`config.mk`:
```
export PLATFORM = sky130hd
export DESIGN_NAME = mtmc_cell
export DESIGN_NICKNAME = d
export VERILOG_FILES = /design/src/hdl/mtmc_pkg.sv /design/src/hdl/mtmc_cell.sv
export SDC_FILE = /design/constraint.sdc
export NUM_CORES = 2
export LEC_CHECK = 0
export ABC_AREA = 1
export ABC_CLOCK_PERIOD_IN_PS = 9060
export BUFFER_PORTS_ARGS = -buffer_cell sky130_fd_sc_hd__clkbuf_2
export CAP_MARGIN = 20
export CORE_ASPECT_RATIO = 1.1
export CORE_MARGIN = 3
export CORE_UTILIZATION = 45
export CTS_CLUSTER_SIZE = 28
export DETAILED_ROUTE_END_ITERATION = 7
export PLACE_DENSITY = 0.7
export SETUP_SLACK_MARGIN = 0.2
export SYNTH_ARGS = -nofsm -noshare
export SYNTH_HDL_FRONTEND = slang
export SYNTH_SLANG_ARGS = --single-unit
```
`constraint.sdc`:
```
create_clock -name clock -period 9.06 [get_ports clock]
set_input_delay 0.906 -clock clock [delete_from_list [all_inputs] [get_ports clock]]
set_output_delay 0.906 -clock clock [all_outputs]
set_load 0.02 [all_outputs]
```
`src/hdl/mtmc_pkg.sv`:
```
// Shared types, constants and a helper function for the tempo map converter.
`default_nettype none
package mtmc_pkg;

   localparam int TEMPO_ENTRIES = 16;
   localparam int COUNT_W       = $clog2(TEMPO_ENTRIES + 1);
   localparam int OPCODE_W      = 2;
   localparam int TICK_W        = 32;
   localparam int TEMPO_W       = 24;
   localparam int TIME_W        = 40;
   localparam int TPQ_W         = 15;
   localparam int PROD_W        = TICK_W + TEMPO_W;
   localparam int DIV_STEPS     = TEMPO_W;
   localparam int WALK_CYCLES   = TEMPO_ENTRIES + 1;
   localparam int STEP_W        = $clog2(DIV_STEPS + WALK_CYCLES + 1);

   localparam logic [TIME_W-1:0]  TIME_MAX     = {TIME_W{1'b1}};
   localparam logic [TEMPO_W-1:0] DEFAULT_BEAT = TEMPO_W'(500000);
   localparam logic [TPQ_W-1:0]   TPQ_RESET    = TPQ_W'(480);

   typedef enum logic [OPCODE_W-1:0] {
      OP_APPEND  = 2'd0,
      OP_TO_TIME = 2'd1,
      OP_BEAT    = 2'd2,
      OP_CLEAR   = 2'd3
   } op_type;

   typedef enum logic [1:0] {
      ST_IDLE,
      ST_DIVIDE,
      ST_WALK,
      ST_FINISH
   } state_type;

   // Walk token handed from cell to cell.
   typedef struct packed {
      logic                tick_stop;
      logic                beat_stop;
      logic [TICK_W-1:0]   tick;
      logic [TIME_W-1:0]   qtime;
      logic [TIME_W-1:0]   total;
      logic [PROD_W-1:0]   prod;
      logic [TEMPO_W-1:0]  beat;
   } token_type;

   typedef struct packed {
      logic [TICK_W-1:0]  tick;
      logic [TIME_W-1:0]  start_time;
      logic [TEMPO_W-1:0] beat;
   } entry_type;

   typedef struct packed {
      logic             div_start;
      logic             div_step;
      logic [TPQ_W-1:0] divisor;
   } cell_cmd_type;

   function automatic logic [TIME_W-1:0] sat_add(input logic [TIME_W-1:0] total,
                                                 input logic [PROD_W-1:0] prod);
      logic [PROD_W:0] sum;
      sum = (PROD_W + 1)'(total) + (PROD_W + 1)'(prod);
      return (sum > (PROD_W + 1)'(TIME_MAX)) ? TIME_MAX : sum[TIME_W-1:0];
   endfunction

endpackage
`default_nettype wire

```
`src/hdl/mtmc_cell.sv`:
```
// One tempo map entry with its own serial divider and one step of the walk.
`default_nettype none
module mtmc_cell (
   input  wire logic                          clock,
   input  wire mtmc_pkg::cell_cmd_type        cmd,
   input  wire logic                          wr_en,
   input  wire mtmc_pkg::entry_type           wr_entry,
   input  wire logic                          valid,
   input  wire logic                          next_valid,
   input  wire logic [mtmc_pkg::TICK_W-1:0]   next_tick,
   output      logic [mtmc_pkg::TICK_W-1:0]   own_tick,
   input  wire mtmc_pkg::token_type           tok_in,
   output      mtmc_pkg::token_type           tok_out
);

   mtmc_pkg::entry_type                entry_ff;
   logic [mtmc_pkg::TPQ_W-1:0]         rem_ff;
   logic [mtmc_pkg::TPQ_W-1:0]         rem_in;
   logic [mtmc_pkg::TEMPO_W-1:0]       quo_ff;
   logic [mtmc_pkg::TEMPO_W-1:0]       quo_in;
   logic [mtmc_pkg::TPQ_W:0]           trial;
   logic [mtmc_pkg::TPQ_W:0]           diff;
   logic                               fits;
   logic                               tick_go;
   logic                               beat_go;
   logic                               in_span;
   logic [mtmc_pkg::TICK_W-1:0]        span;
   mtmc_pkg::token_type                tok_ff;
   mtmc_pkg::token_type                tok_next_in;

   assign own_tick = entry_ff.tick;

   // Restoring division of the beat length by the division, one bit a cycle while div_step is set.
   always_comb begin
      trial  = {rem_ff, quo_ff[mtmc_pkg::TEMPO_W-1]};
      diff   = trial - {1'b0, cmd.divisor};
      fits   = (trial >= {1'b0, cmd.divisor});
      rem_in = rem_ff;
      quo_in = quo_ff;
      if (cmd.div_start) begin
         rem_in = '0;
         quo_in = entry_ff.beat;
      end else if (cmd.div_step) begin
         rem_in = fits ? diff[mtmc_pkg::TPQ_W-1:0] : trial[mtmc_pkg::TPQ_W-1:0];
         quo_in = {quo_ff[mtmc_pkg::TEMPO_W-2:0], fits};
      end
   end

   always_comb begin
      tick_go = valid && !tok_in.tick_stop && (entry_ff.tick <= tok_in.tick);
      in_span = !next_valid || (tok_in.tick < next_tick);
      span    = (in_span ? tok_in.tick : next_tick) - entry_ff.tick;
      beat_go = valid && !tok_in.beat_stop && (entry_ff.start_time <= tok_in.qtime);

      tok_next_in           = tok_in;
      tok_next_in.tick_stop = !tick_go;
      tok_next_in.beat_stop = !beat_go;
      tok_next_in.total     = mtmc_pkg::sat_add(tok_in.total, tok_in.prod);
      tok_next_in.prod      = tick_go ? (mtmc_pkg::PROD_W'(span) * mtmc_pkg::PROD_W'(quo_ff))
                                      : '0;
      tok_next_in.beat      = beat_go ? entry_ff.beat : tok_in.beat;
   end

   always_ff @(posedge clock) begin
      if (wr_en) begin
         entry_ff <= wr_entry;
      end
      rem_ff <= rem_in;
      quo_ff <= quo_in;
      tok_ff <= tok_next_in;
   end

   assign tok_out = tok_ff;

endmodule
`default_nettype wire

```
# Word level (Yosys, flattened, before mapping)
# Index checks and enable logic that the tools add are counted.
[word_totals]
register_bits = 329
in_bits = 343
out_inout_bits = 226
word_cells = 37
[classes]
n_addsub = 3
mul = 1
n_lt_le_gt_ge = 5
mux = 5
n_reduce_logical = 11
[op_table]
columns = ["op", "n"]
rows = [
  ["$mux W24", 3],
  ["$add A40 B56 Y57", 1],
  ["$gt A57 B40 Y1 const B", 1],
  ["$mul A32 B24 Y56", 1],
  ["$le A40 B40 Y1", 1],
  ["$le A32 B32 Y1", 1],
  ["$lt A32 B32 Y1", 1],
  ["$mux W32", 1],
  ["$sub A32 B32 Y32", 1],
  ["$ge A16 B15 Y1", 1],
  ["$mux W15", 1],
  ["$sub A15 B15 Y15", 1],
  ["$logic_not A1 Y1", 5],
  ["$logic_and A1 B1 Y1", 4],
  ["$reduce_bool A2 Y1", 1],
  ["$logic_or A1 B1 Y1", 1],
]

# Logic depth before layout (Yosys ltp)
[logic_depth]
depth_word = 5
depth_mapped = 58
mapped_depth_nobuf = 56

# Worst setup path after synthesis
# OpenSTA, ideal clock, no wires.
[synth_path]
path_type = "input port to flip-flop"
startpoint = "input port next_tick[31] (netlist bit)"
endpoint = "register tok_ff, in the netlist tok_out[61]"
setup_ps = 70
t_arrival_ps = 9661
required_time_ps = 8990
path_slack_ps = -671
path_stages = 52
path_buffers = 2
path_cell_list = "inv_1 > ha_1 > nand2_1 > inv_1 > nand3_1 > nor3_2 > nand2_1 > nor3_1 > nand2_1 > nand2_1 > nand2_2 > clkbuf_1 > nand2_1 > o21ai_0 > ha_1 > fa_1 > inv_1 > nand2_1 > (+16 left out) > fa_1 > inv_1 > fa_1 > inv_1 > fa_1 > inv_1 > ha_1 > nand2_1 > nor2_1 > inv_1 > nor2_1 > inv_1 > nor3_1 > nand2_1 > nand3_1 > a21oi_1 > or2_2 > a21oi_1"
[synth_between]
elab_chain_cells = 5
[synth_lines]
columns = ["element", "line", "rtl"]
rows = [
  ["start, declared", "mtmc_cell.sv:10", "input wire logic [mtmc_pkg::TICK_W-1:0] next_tick,"],
  ["$lt A32 B32 Y1", "mtmc_cell.sv:51", "in_span = !next_valid || (tok_in.tick < next_tick);"],
  ["$logic_or A1 B1 Y1", "mtmc_cell.sv:51", ""],
  ["$mux W32 *", "mtmc_cell.sv:52", "span = (in_span ? tok_in.tick : next_tick) - entry_ff.tick;"],
  ["$sub A32 B32 Y32 *", "mtmc_cell.sv:52", ""],
  ["$mul A32 B24 Y56 *", "mtmc_cell.sv:59", "tok_next_in.prod = tick_go ? (mtmc_pkg::PROD_W'(span) * mtmc_pkg::PROD_W'(quo_ff))"],
  ["end signal, assigned", "mtmc_cell.sv:70", "tok_ff <= tok_next_in;"],
  ["end, declared", "mtmc_cell.sv:28", "mtmc_pkg::token_type tok_ff;"],
]
# Mark *: on every way between the ends. The rest lies on a longest branch, timed or not.
# A chain may end at the register's enable or synchronous reset.

# Worst setup path in the final report
[layout_path]
startpoint = "input port next_tick[26] (netlist bit)"
endpoint = "register tok_ff, in the netlist tok_out[47]"
[layout_between]
elab_chain_cells = 5
[layout_lines]
columns = ["element", "line"]
rows = [
  ["$lt A32 B32 Y1", "mtmc_cell.sv:51"],
  ["$logic_or A1 B1 Y1", "mtmc_cell.sv:51"],
  ["$mux W32", "mtmc_cell.sv:52"],
  ["$sub A32 B32 Y32", "mtmc_cell.sv:52"],
  ["$mul A32 B24 Y56", "mtmc_cell.sv:59"],
]
# No other way between the ends.

==> flow_summary.toml <==
[final_layout]
final_common_cell = "inv_1"
syn_to_final_growth_pct = 32.3
fin_area_um2 = 58700
fin_nets = 8249
fill_cells = 8646
drive_gt1_frac = 0.298
final_cell_mix = "inv_1, nand2_1, buf_4, fa_1, nor2_1"

[logic_synthesis]
synth_area_leaders = "fa_1, inv_1, ha_1"
syn_inst = 5728
synth_edf_count = 120
yosys_warnings = 0
yosysUniqueCellTypes = 56
synth_top_area_frac = 0.298
synth_area_leader_cell = "fa_1"
yosysSeqAreaShare = 0.175
synth_fp_nets = 7103
ys.flop_type = "dfxtp_1"
synth_seq_cells = 329
syn_avg_cell_area_um2 = 7.75
syn_area_um2 = 44400
async_flop_share = 0

[cts]
clkSinkCount = 329
ctsHoldBuffers = 0
clk_pin_slew_worst_paths_ns = 0.06
cts_tree = "built"
cts_buffers = 41
clk_path_buf_depth = 3
clockRootBuffer = "clkbuf_16"
cts-htree-levels = 2
clk_latency_ns = 0.63

[floorplan]
die_w_um = 305
initial_core_util = 0.455
die-area_um2 = 102000
core_area_um2 = 97600
fp-row-count = 120
pin_count = 569
die_h_um = 335

[outcome]
violations = "setup timing"
status = "complete, but fails checks"

[grt]
met1_usage = 0.371
grt_util_all_layers = 0.313
antenna_found_initial = 6
grt-ovfl-total = 0
grt_pass1_vias = 45000
grt_max_degree = 75
grt_pass1_wl_mm = 249
top_usage_layer = "met2"
met3_usage = 0.0458
met2_usage = 0.545

[critical_path]
crit_path_max_incr_delay_ns = 0.52
worstPathMaxFanout = 6
worstSetupPathType = "input pin to register"
required_ns = 9.53
critPathSlowestCell = "fa_1"
crit_path_end_kind = "register"
start_kind = "input pin"
cp_data_arrival_time_ns = 10.02

[detailed_routing]
vias_per_cell = 5.24
avgRoutedWirePerCell_um = 19.9
firstDrtPassIters = 8
drt_iter0_drc = 2965
antenna_left = 0
dr_total_vias = 43000
drc_errors = 0
wl_mm = 163

[timing]
worst_pin_slew_ns = 1.14
maxSlewViolCount = 0
period_share = 1.05
rsz0062_at_grt = "true"
fin_tns_setup_ns = -11.74
fmax_mhz = 105
finalSetupViolCount = 39
hold_violations = 0
max_slew_margin = 0.241
setup_slack_ns = -0.490
min_period_ns = 9.55
fin_worst_skew_ns = 0.0651

[placement]
pre_cts_ws_ns = -1.40
hpwl_mm = 132
postPlaceCellArea_um2 = 53400
place.gp.congestion = 0.983
io_buffers = 568

[run]
maxCapViolations = 0

[min_path]
hp-class = "input pin to register"
[routing by layer]
metal  wire [um]  vias to the layer above  part of all wire
met5          13                        -          0.000080
met4       11100                        2             0.068
met3       11600                      557             0.071
met2       79500                     1920              0.49
met1       60500                    20800              0.37
li1            -                    19600                 -
[cells by family after synthesis]
kind of cell / Yosys count / share of synthesized area
adder cells (fa/ha/maj): 1032 / 0.403
XOR/XNOR: 71 / 0.0140
flip-flops: 329 / 0.175
AO/OA/AOI/OAI: 484 / 0.0614
buffers and inverters: 1546 / 0.136
AND/OR/NAND/NOR: 2266 / 0.211
[repair_timing]
action	CTS	global route
buffers inserted	55	63
pin swaps	131	230
gates resized for setup	347	391
setup endpoints to repair	43	45
cloned	5	2
[through the flow]
stage,cells,hold WS [ns],utilization
after CTS,8121,0.365,0.582
after global placement,7986,0.459,0.547
after detailed placement,7987,0.467,0.548
final,8193,0.401,0.602
after global routing,8191,0.392,0.602
after floorplan,5728,0.445,-
[synth_stat cells (4+ instances only)]
master,instances
inv_1,1323
nand2_1,1114
nor2_1,684
fa_1,661
ha_1,371
nand3_1,254
a21oi_1,210
dfxtp_1,209
o21ai_0,140
edfxtp_1,120
clkbuf_1,106
nand4_1,91
buf_4,44
buf_2,40
xor2_1,38
nor3_1,33
xnor2_1,33
a31oi_1,27
or2_2,27
inv_2,19
o21bai_1,17
a21o_1,14
nor4_1,14
o21a_1,14
nor2_2,13
o21ai_1,13
nand2_2,11
or2_1,11
a21boi_0,10
clkinv_1,8
o211ai_1,8
o221ai_1,7
o21ai_2,5
buf_1,4
nor3_2,4
[flip-flops by register name, indices dropped and copies added, names as in the netlist]
signal    count
own_tick     32
entry_ff     64
tok_out     194
quo_ff       24
rem_ff       15
[worst paths after layout]
path         slack (ns)  depth (start not counted)           from            to
max reg2reg        0.86                         39    own_tick[0]   tok_out[47]
min reg2reg        0.48                          2     rem_ff[12]    rem_ff[12]
max               -0.49                         51  next_tick[26]   tok_out[47]
min                0.40                          1    tok_in[145]  tok_out[145]
[area by class of cell]
type                            count  area [um2]  share of cell area
Sequential cell                   329        7790               0.133
Clock buffer                       55        1130              0.0192
Timing Repair Buffer             1295        8930               0.152
Inverter                         1350        5130              0.0874
Clock inverter                     19         233             0.00396
Antenna cell                        7        17.5            0.000298
Timing Repair inverter              1        8.76            0.000149
Multi-Input combinational cell   3856       33900               0.577
Tap cell                         1281        1600              0.0273
[critical path, delay by kind of cell]
family,cells,cell delay [ns]
fa+ha+maj,11,4.46
compound gates,10,1.64
simple gates,13,1.52
buf+inv,17,1.46
Power is left out: the tool's default activity adds up to more than one toggle a clock period on the data nets, which glitch-free logic cannot reach.
